File: config.mk
export PLATFORM = sky130hd
export DESIGN_NAME = sorted_set_store
export DESIGN_NICKNAME = d
export VERILOG_FILES = /design/src/rtl/ssst_pkg.sv /design/src/rtl/ssst_cell.sv /design/src/rtl/sorted_set_store.sv
export SDC_FILE = /design/constraint.sdc
export NUM_CORES = 2
export LEC_CHECK = 0
export BUFFER_PORTS_ARGS = -buffer_cell sky130_fd_sc_hd__buf_2
export CAP_MARGIN = 10
export CELL_PAD_IN_SITES_DETAIL_PLACEMENT = 1
export CELL_PAD_IN_SITES_GLOBAL_PLACEMENT = 2
export CORE_MARGIN = 2
export CORE_UTILIZATION = 30
export CTS_CLUSTER_DIAMETER = 120
export DETAILED_ROUTE_END_ITERATION = 8
export PLACE_DENSITY_LB_ADDON = 0.1
export SKIP_LAST_GASP = 1
export SLEW_MARGIN = 15
export SYNTH_ARGS = -nofsm -noshare
export SYNTH_HDL_FRONTEND = slang
export SYNTH_HIERARCHICAL = 1
export SYNTH_SLANG_ARGS = --single-unit
File: constraint.sdc
create_clock -name clk -period 18.5 [get_ports clk]
set_input_delay 1.85 -clock clk [delete_from_list [all_inputs] [get_ports clk]]
set_output_delay 1.85 -clock clk [all_outputs]
set_load 0.005 [all_outputs]
File: src/rtl/ssst_pkg.sv
// ----------------------------------------------------------------------------
// ssst_pkg: shared types and constants of the sorted set store
// Depth of the cell chain, field widths, action and status codes, and the
// control beat that every cell receives.
// ----------------------------------------------------------------------------
package ssst_pkg;

  localparam int DEPTH = 16;
  localparam int VAL_W = 32;
  localparam int IDX_W = $clog2(DEPTH);
  localparam int CNT_W = $clog2(DEPTH + 1);
  localparam int CAP_W = 5;

  typedef enum logic [1:0] {
    ACT_ADD    = 2'd0,
    ACT_REMOVE = 2'd1,
    ACT_LOOKUP = 2'd2
  } action_t;

  typedef enum logic [1:0] {
    ST_DONE    = 2'd0,
    ST_FULL    = 2'd1,
    ST_PRESENT = 2'd2,
    ST_ABSENT  = 2'd3
  } status_t;

  // Update command broadcast to the chain for one accepted beat.
  typedef struct packed {
    logic add;
    logic remove;
  } cell_ctrl_t;

endpackage

File: src/rtl/ssst_cell.sv
// ----------------------------------------------------------------------------
// ssst_cell: one slot of the sorted chain
// Holds one value, compares it with the probe and, on an update, takes the
// probe or a neighbor's value so the chain stays in ascending order.
// ----------------------------------------------------------------------------
module ssst_cell (
  input  logic                             clk,
  input  ssst_pkg::cell_ctrl_t             ctrl,
  input  logic signed [ssst_pkg::VAL_W-1:0] probe,
  input  logic                             occ,
  input  logic signed [ssst_pkg::VAL_W-1:0] left_val,
  input  logic                             left_above,
  input  logic                             left_past,
  input  logic signed [ssst_pkg::VAL_W-1:0] right_val,
  output logic signed [ssst_pkg::VAL_W-1:0] val,
  output logic                             above,
  output logic                             past,
  output logic                             eq
);

  logic signed [ssst_pkg::VAL_W-1:0] val_next;

  assign eq    = occ && (val == probe);
  // At or beyond the insertion point: empty slots count as above.
  assign above = !occ || (val > probe);
  // At or beyond the matching slot.
  assign past  = eq || left_past;

  always_comb begin
    val_next = val;
    if (ctrl.add && above) begin
      val_next = left_above ? left_val : probe;
    end else if (ctrl.remove && past) begin
      val_next = right_val;
    end
  end

  always_ff @(posedge clk) begin
    val <= val_next;
  end

endmodule

File: src/rtl/sorted_set_store.sv
// An accepted input beat gives its result beat from the result register in the next cycle.
// Throughput: one item per cycle while results are taken at once; all slots
//   compare and shift in the same cycle through the cell chain. A result that
//   waits in the output register holds off the next input beat.
// Reset: count cleared to zero and capacity_limit set to 16; slot contents are
//   not cleared and are never read until written.
// ----------------------------------------------------------------------------
// sorted_set_store: bounded sorted set of signed 32-bit values
// Add, remove and look up values kept in ascending order in a chain of cells,
// with an APB register for the capacity limit.
// ----------------------------------------------------------------------------
module sorted_set_store (
  input  logic                                clk,
  input  logic                                rst,
  input  logic                                psel,
  input  logic                                penable,
  input  logic                                pwrite,
  input  logic [1:0]                          paddr,
  input  logic [31:0]                         pwdata,
  output logic [31:0]                         prdata,
  output logic                                pready,
  input  logic                                in_valid,
  output logic                                in_ready,
  input  logic [1:0]                          action,
  input  logic signed [ssst_pkg::VAL_W-1:0]   value,
  output logic                                out_valid,
  input  logic                                out_ready,
  output logic [1:0]                          status,
  output logic                                found,
  output logic [ssst_pkg::IDX_W-1:0]          rank,
  output logic [ssst_pkg::CNT_W-1:0]          count
);

  localparam int N = ssst_pkg::DEPTH;

  logic [ssst_pkg::CAP_W-1:0] capacity_limit;
  logic [ssst_pkg::CNT_W-1:0] elem_count;
  logic [ssst_pkg::CNT_W-1:0] elem_count_next;
  logic [ssst_pkg::CNT_W-1:0] limit;

  logic                         accept;
  logic                         any_eq;
  logic [ssst_pkg::IDX_W-1:0]   match_idx;
  logic                         add_ok;
  logic                         rem_ok;
  ssst_pkg::status_t            status_next;
  ssst_pkg::cell_ctrl_t         ctrl;

  logic [N-1:0]                        occ;
  logic [N-1:0]                        above;
  logic [N-1:0]                        past;
  logic [N-1:0]                        eq;
  logic signed [ssst_pkg::VAL_W-1:0]   cell_val [N];

  // Configuration port.
  assign pready = 1'b1;
  assign prdata = {{(32-ssst_pkg::CAP_W){1'b0}}, capacity_limit};

  always_ff @(posedge clk) begin
    if (rst) begin
      capacity_limit <= ssst_pkg::CAP_W'(N);
    end else if (psel && penable && pwrite && pready && paddr == 2'b00) begin
      capacity_limit <= pwdata[ssst_pkg::CAP_W-1:0];
    end
  end

  assign limit = (ssst_pkg::CNT_W'(capacity_limit) > ssst_pkg::CNT_W'(N))
                 ? ssst_pkg::CNT_W'(N) : ssst_pkg::CNT_W'(capacity_limit);

  // Cell chain.
  always_comb begin
    for (int i = 0; i < N; i++) begin
      occ[i] = ssst_pkg::CNT_W'(i) < elem_count;
    end
  end

  for (genvar g = 0; g < N; g++) begin : g_cell
    logic signed [ssst_pkg::VAL_W-1:0] lv;
    logic signed [ssst_pkg::VAL_W-1:0] rv;
    logic                              la;
    logic                              lp;
    if (g == 0) begin : g_first
      assign lv = value;
      assign la = 1'b0;
      assign lp = 1'b0;
    end else begin : g_inner
      assign lv = cell_val[g-1];
      assign la = above[g-1];
      assign lp = past[g-1];
    end
    if (g == N - 1) begin : g_last
      assign rv = cell_val[g];
    end else begin : g_mid
      assign rv = cell_val[g+1];
    end

    ssst_cell u_cell (
      .clk        (clk),
      .ctrl       (ctrl),
      .probe      (value),
      .occ        (occ[g]),
      .left_val   (lv),
      .left_above (la),
      .left_past  (lp),
      .right_val  (rv),
      .val        (cell_val[g]),
      .above      (above[g]),
      .past       (past[g]),
      .eq         (eq[g])
    );
  end

  // Match encode: values are distinct, so at most one slot matches.
  always_comb begin
    any_eq    = |eq;
    match_idx = '0;
    for (int i = 0; i < N; i++) begin
      if (eq[i]) begin
        match_idx = match_idx | ssst_pkg::IDX_W'(i);
      end
    end
  end

  assign in_ready = !out_valid || out_ready;
  assign accept   = in_valid && in_ready;

  always_comb begin
    add_ok      = 1'b0;
    rem_ok      = 1'b0;
    status_next = any_eq ? ssst_pkg::ST_DONE : ssst_pkg::ST_ABSENT;
    case (action)
      ssst_pkg::ACT_ADD: begin
        if (elem_count >= limit) begin
          status_next = ssst_pkg::ST_FULL;
        end else if (any_eq) begin
          status_next = ssst_pkg::ST_PRESENT;
        end else begin
          status_next = ssst_pkg::ST_DONE;
          add_ok      = 1'b1;
        end
      end
      ssst_pkg::ACT_REMOVE: begin
        rem_ok = any_eq;
      end
      default: begin
        // lookup, and the unused code behaves as lookup
      end
    endcase
  end

  assign ctrl.add    = accept && add_ok;
  assign ctrl.remove = accept && rem_ok;

  always_comb begin
    elem_count_next = elem_count;
    if (ctrl.add) begin
      elem_count_next = elem_count + 1'b1;
    end else if (ctrl.remove) begin
      elem_count_next = elem_count - 1'b1;
    end
  end

  always_ff @(posedge clk) begin
    if (rst) begin
      elem_count <= '0;
      out_valid  <= 1'b0;
    end else begin
      elem_count <= elem_count_next;
      if (accept) begin
        out_valid <= 1'b1;
      end else if (out_ready) begin
        out_valid <= 1'b0;
      end
    end
  end

  // Result register: hold until the beat is taken.
  always_ff @(posedge clk) begin
    if (accept) begin
      status <= status_next;
      found  <= any_eq;
      rank   <= any_eq ? match_idx : '0;
      count  <= elem_count_next;
    end
  end

  a_count_bound: assert property (@(posedge clk) disable iff (rst)
    elem_count <= ssst_pkg::CNT_W'(N))
    else $error("element count above depth");

  a_single_match: assert property (@(posedge clk) disable iff (rst)
    $onehot0(eq))
    else $error("more than one slot matches the probe");

  a_add_grows: assert property (@(posedge clk) disable iff (rst)
    ctrl.add |=> elem_count == $past(elem_count) + 1'b1)
    else $error("count did not grow after add");

  a_rank_zero: assert property (@(posedge clk) disable iff (rst)
    out_valid && !found |-> rank == '0)
    else $error("rank set on a miss");

  a_count_out: assert property (@(posedge clk) disable iff (rst)
    accept |=> count == elem_count)
    else $error("reported count differs from stored count");

endmodule
## Word level (Yosys, flattened, before mapping)

Cells that the tools add are included.
Widths: inputs -> output; s select.

- Flip-flop bits (word level): 535
- Input port bits: 75
- Word-level logic and storage cells: 269

- $add $sub $neg: 2
- Order comparisons: 34
- Equal/unequal tests: 17
- Multiplexer cells: 73
- Reduce and logical (&&, ||, !) cells: 120

Operators by type and width:

| operator | number |
|---|---|
| $mux 32 | 45 |
| $eq 32x32->1 | 16 |
| $gt 32x32->1 | 16 |
| $logic_and 1x1->1 | 53 |
| $lt 4x5->1 const A | 8 |
| $mux 4 | 8 |
| $reduce_bool 2->1 | 16 |
| $logic_or 1x1->1 | 31 |
| $lt 3x5->1 const A | 4 |
| $logic_not 1->1 | 17 |
| $reduce_or 16->1 | 1 |
| $mux 5 | 3 |
| $mux 2 | 6 |
| $mux 3 | 4 |
| $lt 1x5->1 const A | 2 |
| $lt 2x5->1 const A | 2 |
| $mux 1 | 7 |
| $add 5x1->5 const B | 1 |
| $ge 5x5->1 | 1 |
| $gt 5x5->1 const B | 1 |
| $sub 5x1->5 const B | 1 |
| $logic_not 2->1 | 2 |
| $eq 2x1->1 const B | 1 |

## Logic depth before layout (Yosys ltp)

- Word-level depth: 19
- Mapped depth: 25

## By module

Netlist, hierarchy kept.

Modules (own cells, without submodules):

| module | times used | cells an instance | area each (µm²) |
|---|---|---|---|
| ssst_cell | 16 | 266 | 2700.1 |
| sorted_set_store | 1 | 177 | 1604.0 |

## Worst setup path after synthesis

OpenSTA, ideal clock, no wires.

- Path type: input-to-reg
- From: input value[31] (netlist name)
- To: register g_cell[15].u_cell/val[0] (netlist name), enable pin
- Data arrival time: 7.874 ns
- Data required time: 18.106 ns
- Setup slack: 10.232 ns
- Stages: 22
- Path buffers: 0
- Cell sequence: inv_1 -> ha_1 -> nand4_2 -> nor4_1 -> and3_1 -> or2_2 -> or2_2 -> or2_2 -> or2_2 -> or2_2 -> or2_2 -> or2_2 -> or2_2 -> or2_2 -> or2_2 -> or2_2 -> or2_2 -> or2_2 -> or2_2 -> or2_2 -> or2_2 -> a21o_1

- Word-level cells in the longest chain between the ends: 8

Ends and longest elaborated chain:

| what | RTL line | source |
|---|---|---|
| start, declared | sorted_set_store.sv:25 | `input logic signed [ssst_pkg::VAL_W-1:0] value,` |
| $eq 32x32->1 | ssst_cell.sv:23 | `assign eq = occ && (val == probe);` |
| $logic_and 1x1->1 | ssst_cell.sv:23 |  |
| via eq[0] | sorted_set_store.sv:52 | `logic [N-1:0] eq;` |
| $reduce_or 16->1 | sorted_set_store.sv:115 | `any_eq = \|eq;` |
| $mux 1 | sorted_set_store.sv:135 | `end else if (any_eq) begin` |
| $mux 1 | sorted_set_store.sv:133 | `if (elem_count >= limit) begin` |
| $mux 1 | sorted_set_store.sv:131 | `case (action)` |
| $logic_and 1x1->1 | sorted_set_store.sv:151 | `assign ctrl.add = accept && add_ok;` |
| $logic_and 1x1->1 | ssst_cell.sv:31 | `if (ctrl.add && above) begin` |
| end signal, assigned | ssst_cell.sv:39 | `val <= val_next;` |
| end, declared | ssst_cell.sv:15 | `output logic signed [ssst_pkg::VAL_W-1:0] val,` |

The timed path passes the listed nets, and every way through them passes these cells.
A chain may end at the register's enable or synchronous reset.

## Final worst setup path

- From: input value[27] (netlist name)
- To: register g_cell[14].u_cell/val[23] (netlist name), enable pin

- Word-level cells in the longest chain between the ends: 18

Ends and longest elaborated chain:

| what | RTL line | source |
|---|---|---|
| $eq 32x32->1 | ssst_cell.sv:23 |  |
| $logic_and 1x1->1 | ssst_cell.sv:23 |  |
| via eq[0] | sorted_set_store.sv:52 |  |
| $logic_or 1x1->1 | ssst_cell.sv:27 | `assign past = eq \|\| left_past;` |
| via g_cell[2].lp | sorted_set_store.sv:81 | `logic lp;` |
| $logic_or 1x1->1 | ssst_cell.sv:27 |  |
| via g_cell[3].lp | sorted_set_store.sv:81 |  |
| $logic_or 1x1->1 | ssst_cell.sv:27 |  |
| via g_cell[4].lp | sorted_set_store.sv:81 |  |
| [1 not listed] | n/a |  |
| via g_cell[5].lp | sorted_set_store.sv:81 |  |
| [1 not listed] | n/a |  |
| via g_cell[6].lp | sorted_set_store.sv:81 |  |
| [1 not listed] | n/a |  |
| via g_cell[7].lp | sorted_set_store.sv:81 |  |
| [1 not listed] | n/a |  |
| via g_cell[8].lp | sorted_set_store.sv:81 |  |
| [1 not listed] | n/a |  |
| via g_cell[9].lp | sorted_set_store.sv:81 |  |
| [1 not listed] | n/a |  |
| via g_cell[10].lp | sorted_set_store.sv:81 |  |
| [1 not listed] | n/a |  |
| via g_cell[11].lp | sorted_set_store.sv:81 |  |
| [1 not listed] | n/a |  |
| via g_cell[12].lp | sorted_set_store.sv:81 |  |
| $logic_or 1x1->1 | ssst_cell.sv:27 |  |
| via g_cell[13].lp | sorted_set_store.sv:81 |  |
| $logic_or 1x1->1 | ssst_cell.sv:27 |  |
| via g_cell[14].lp | sorted_set_store.sv:81 |  |
| $logic_or 1x1->1 | ssst_cell.sv:27 |  |
| via g_cell[15].lp | sorted_set_store.sv:81 |  |
| $logic_and 1x1->1 | ssst_cell.sv:33 | `end else if (ctrl.remove && past) begin` |
| $reduce_bool 2->1 (no source line) | n/a |  |
| end signal, assigned | ssst_cell.sv:39 |  |
| end, declared | ssst_cell.sv:15 |  |

The timed path passes the listed nets, and every way through them passes these cells.

==> results.sh <==
export IMPL_final_setup_skew_ns=0.02394
export IMPL_avgViaCountPerCell=4.769
export IMPL_ys_warnings_count=6
export IMPL_placed_cell_area_um2=46990
export IMPL_status="complete, no violations"
export IMPL_die_y_um=390.4
export IMPL_reg2reg_slack_ns=10.42
export IMPL_tightest_slew_ns=1.391
export IMPL_worstSetupPathType="in -> reg"
export IMPL_rows=141
export IMPL_htreeDepth=3
export IMPL_gp_congestion=0.7750
export IMPL_cts_tree="yes"
export IMPL_cts_root_buf="clkbuf_16"
export IMPL_start_util_pct=30.26
export IMPL_p_per_area_nw_per_um2=74.04
export IMPL_cp_start_kind="primary input"
export IMPL_io_buffers=66
export IMPL_drtIter0Drc=1200
export IMPL_die_w_um=390.4
export IMPL_num_vias=30710
export IMPL_worstPathMaxFanout=17
export IMPL_syn_inst=4430
export IMPL_path_clk_slew_ns=0.06
export IMPL_design_area_um2=49310
export IMPL_post_cts_setup_buffers=0
export IMPL_min_from="capacity_limit[2]"
export IMPL_r2r_start="elem_count[3]"
export IMPL_routedWlPerCell_um=19.36
export IMPL_worstPathArrival_ns=9.18
export IMPL_hpwl_um=101200
export IMPL_clk_path_buf_depth=3
export IMPL_drtPass1Iterations=4
export IMPL_rr_endpoint="g_cell[14].u_cell/val[23]"
export IMPL_drive_gt1_share_pct=19.37
export IMPL_dp_slack_ns=9.037
export IMPL_min_period_ns=8.797
export IMPL_grt_max_degree=64
export IMPL_cts_made_buffers=76
export IMPL_syn_area_um2=44790
export IMPL_clkPwrFrac_pct=38.8
export IMPL_grt_pass1_vias=33430
export IMPL_nNetsFinal=5053
export IMPL_finalPower_mw=3.651
export IMPL_clkLatencyLatePin_ns=0.66
export IMPL_leakagePower_nw=22.62
export IMPL_track_usage_pct=16.34
export IMPL_cp_data_required_time_ns=18.89
export IMPL_placed_cells=6310
export IMPL_layout_commonest_cell="nand2_1"
export IMPL_rsz0062_at_grt="no"
export IMPL_p_comb_share_pct=20.4
export IMPL_gr_total_overflow=0
export IMPL_die_area_um2=152400
export IMPL_swShare_pct=28.22
export IMPL_areaGrowthSynthToFinish_pct=10.09
export IMPL_clock_fmax_mhz=113.7
export IMPL_fin_crit_sh_pct=47.55
export IMPL_hold_end="capacity_limit[2]"
export IMPL_finalSetupViolations=0
export IMPL_drtAntennaViolNets=0
export IMPL_crit_path_end_kind="register"
export IMPL_power_switching_mw=1.030
export IMPL_ff2ff_path_depth=24
export IMPL_intPower_mw=2.620
export IMPL_grt_pass1_wl_um=195100
export IMPL_cts_resized=0
export IMPL_synth_avg_cell_area_um2=10.11
export IMPL_worst_slack_ns=9.703
export IMPL_hold_viol=0
export IMPL_antenna_found_initial=1
export IMPL_seqPwrFrac_pct=40.8
export IMPL_maxCapViolations=0
export IMPL_wirelength_um=124600
export IMPL_max_slew_margin_pct=6.388
export IMPL_nFillCells=16700
export IMPL_io_pins=122
export IMPL_vdd_ir_drop_worst_mv=0.05339
export IMPL_hp_class="reg -> reg"
export IMPL_drc=0
export IMPL_ctsHoldBuffers=0
export IMPL_drv_slew=0
export IMPL_final_setup_tns_ns=0
export IMPL_core_um2=148000
export IMPL_hold_path_depth=2
export IMPL_layout_common_cells="nand2_1 (641), o21ai_0 (552), inv_1 (537)"
export IMPL_clock_sinks=535
export IMPL_stdcell_count=6438
[registers in the layout, indices dropped and copies added (netlist names)]
register and flops:
capacity_limit 5, count 5, elem_count 5, found 1, g_cell.u_cell/val 512, out_valid 1
rank 4, status 2
[how the worst max path moves through the flow]
stage	from	end	slack, ns	cells past startpoint
2_1_floorplan	value[31]	g_cell[15].u_cell/val[0]	10.23	22
3_3_place_gp	value[27]	g_cell[14].u_cell/val[26]	9.09	23
3_5_place_dp	value[27]	g_cell[14].u_cell/val[26]	9.04	23
4_1_cts	value[27]	g_cell[14].u_cell/val[23]	9.73	23
5_1_grt	value[27]	g_cell[14].u_cell/val[23]	9.50	23
6_report	value[27]	g_cell[14].u_cell/val[23]	9.70	23
[through the flow]
| stage | util [%] | hold WS (ns) |
|---|---|---|
| floorplan | - | 0.5032 |
| global placement | 31.75 | 0.5138 |
| detailed placement | 31.75 | 0.5161 |
| CTS | 33.31 | 0.5312 |
| global route | 33.31 | 0.5672 |
| finish | 33.31 | 0.5226 |
[area by class of cell]
class | count | area, µm² | area share (%)
Inverter | 539 | 2026 | 4.108
Sequential cell | 535 | 15960 | 32.36
Multi-Input combinational cell | 3190 | 25890 | 52.51
Clock inverter | 19 | 185.2 | 0.3756
Tap cell | 1930 | 2415 | 4.898
Antenna cell | 1 | 2.502 | 0.005075
Timing Repair Buffer | 116 | 705.7 | 1.431
Clock buffer | 108 | 2128 | 4.316
[critical path, stage by stage]
cell     delay (ns)
buf_2          0.42
inv_1          0.14
ha_1           0.36
nand4_1        0.27
nor4_1         0.16
and3_1         0.31
or2_2          0.33
or2_2          0.33
or2_2          0.31
or2_2          0.33
or2_2          0.32
or2_2          0.32
or2_2          0.32
or2_2          0.33
or2_2          0.32
or2_2          0.31
or2_2          0.32
or2_2          0.32
or2_2          0.32
or2_2          0.32
or2_2          0.32
a21o_1         0.47
buf_4          0.35
[routing by layer]
layer  wire (µm)  up-vias  GRT usage (%)
met3        2086      117          1.831
li1            -    15910              -
met1       62240    14470          22.34
met5           0        -              0
met2       57730      203          27.60
met4        2573        0          3.601
[power by group through the flow]
stage                     registers (mW)  clock network [mW]  logic (mW)
final                               1.49                1.42       0.745
after global routing                1.50                1.51       0.841
after CTS                           1.49                1.48       0.760
after detailed placement            1.52                   0       0.756
after global placement              1.51                   0       0.744
after floorplan                     1.49                   0       0.570
No activity file was read; power rests on OpenSTA's default activity.
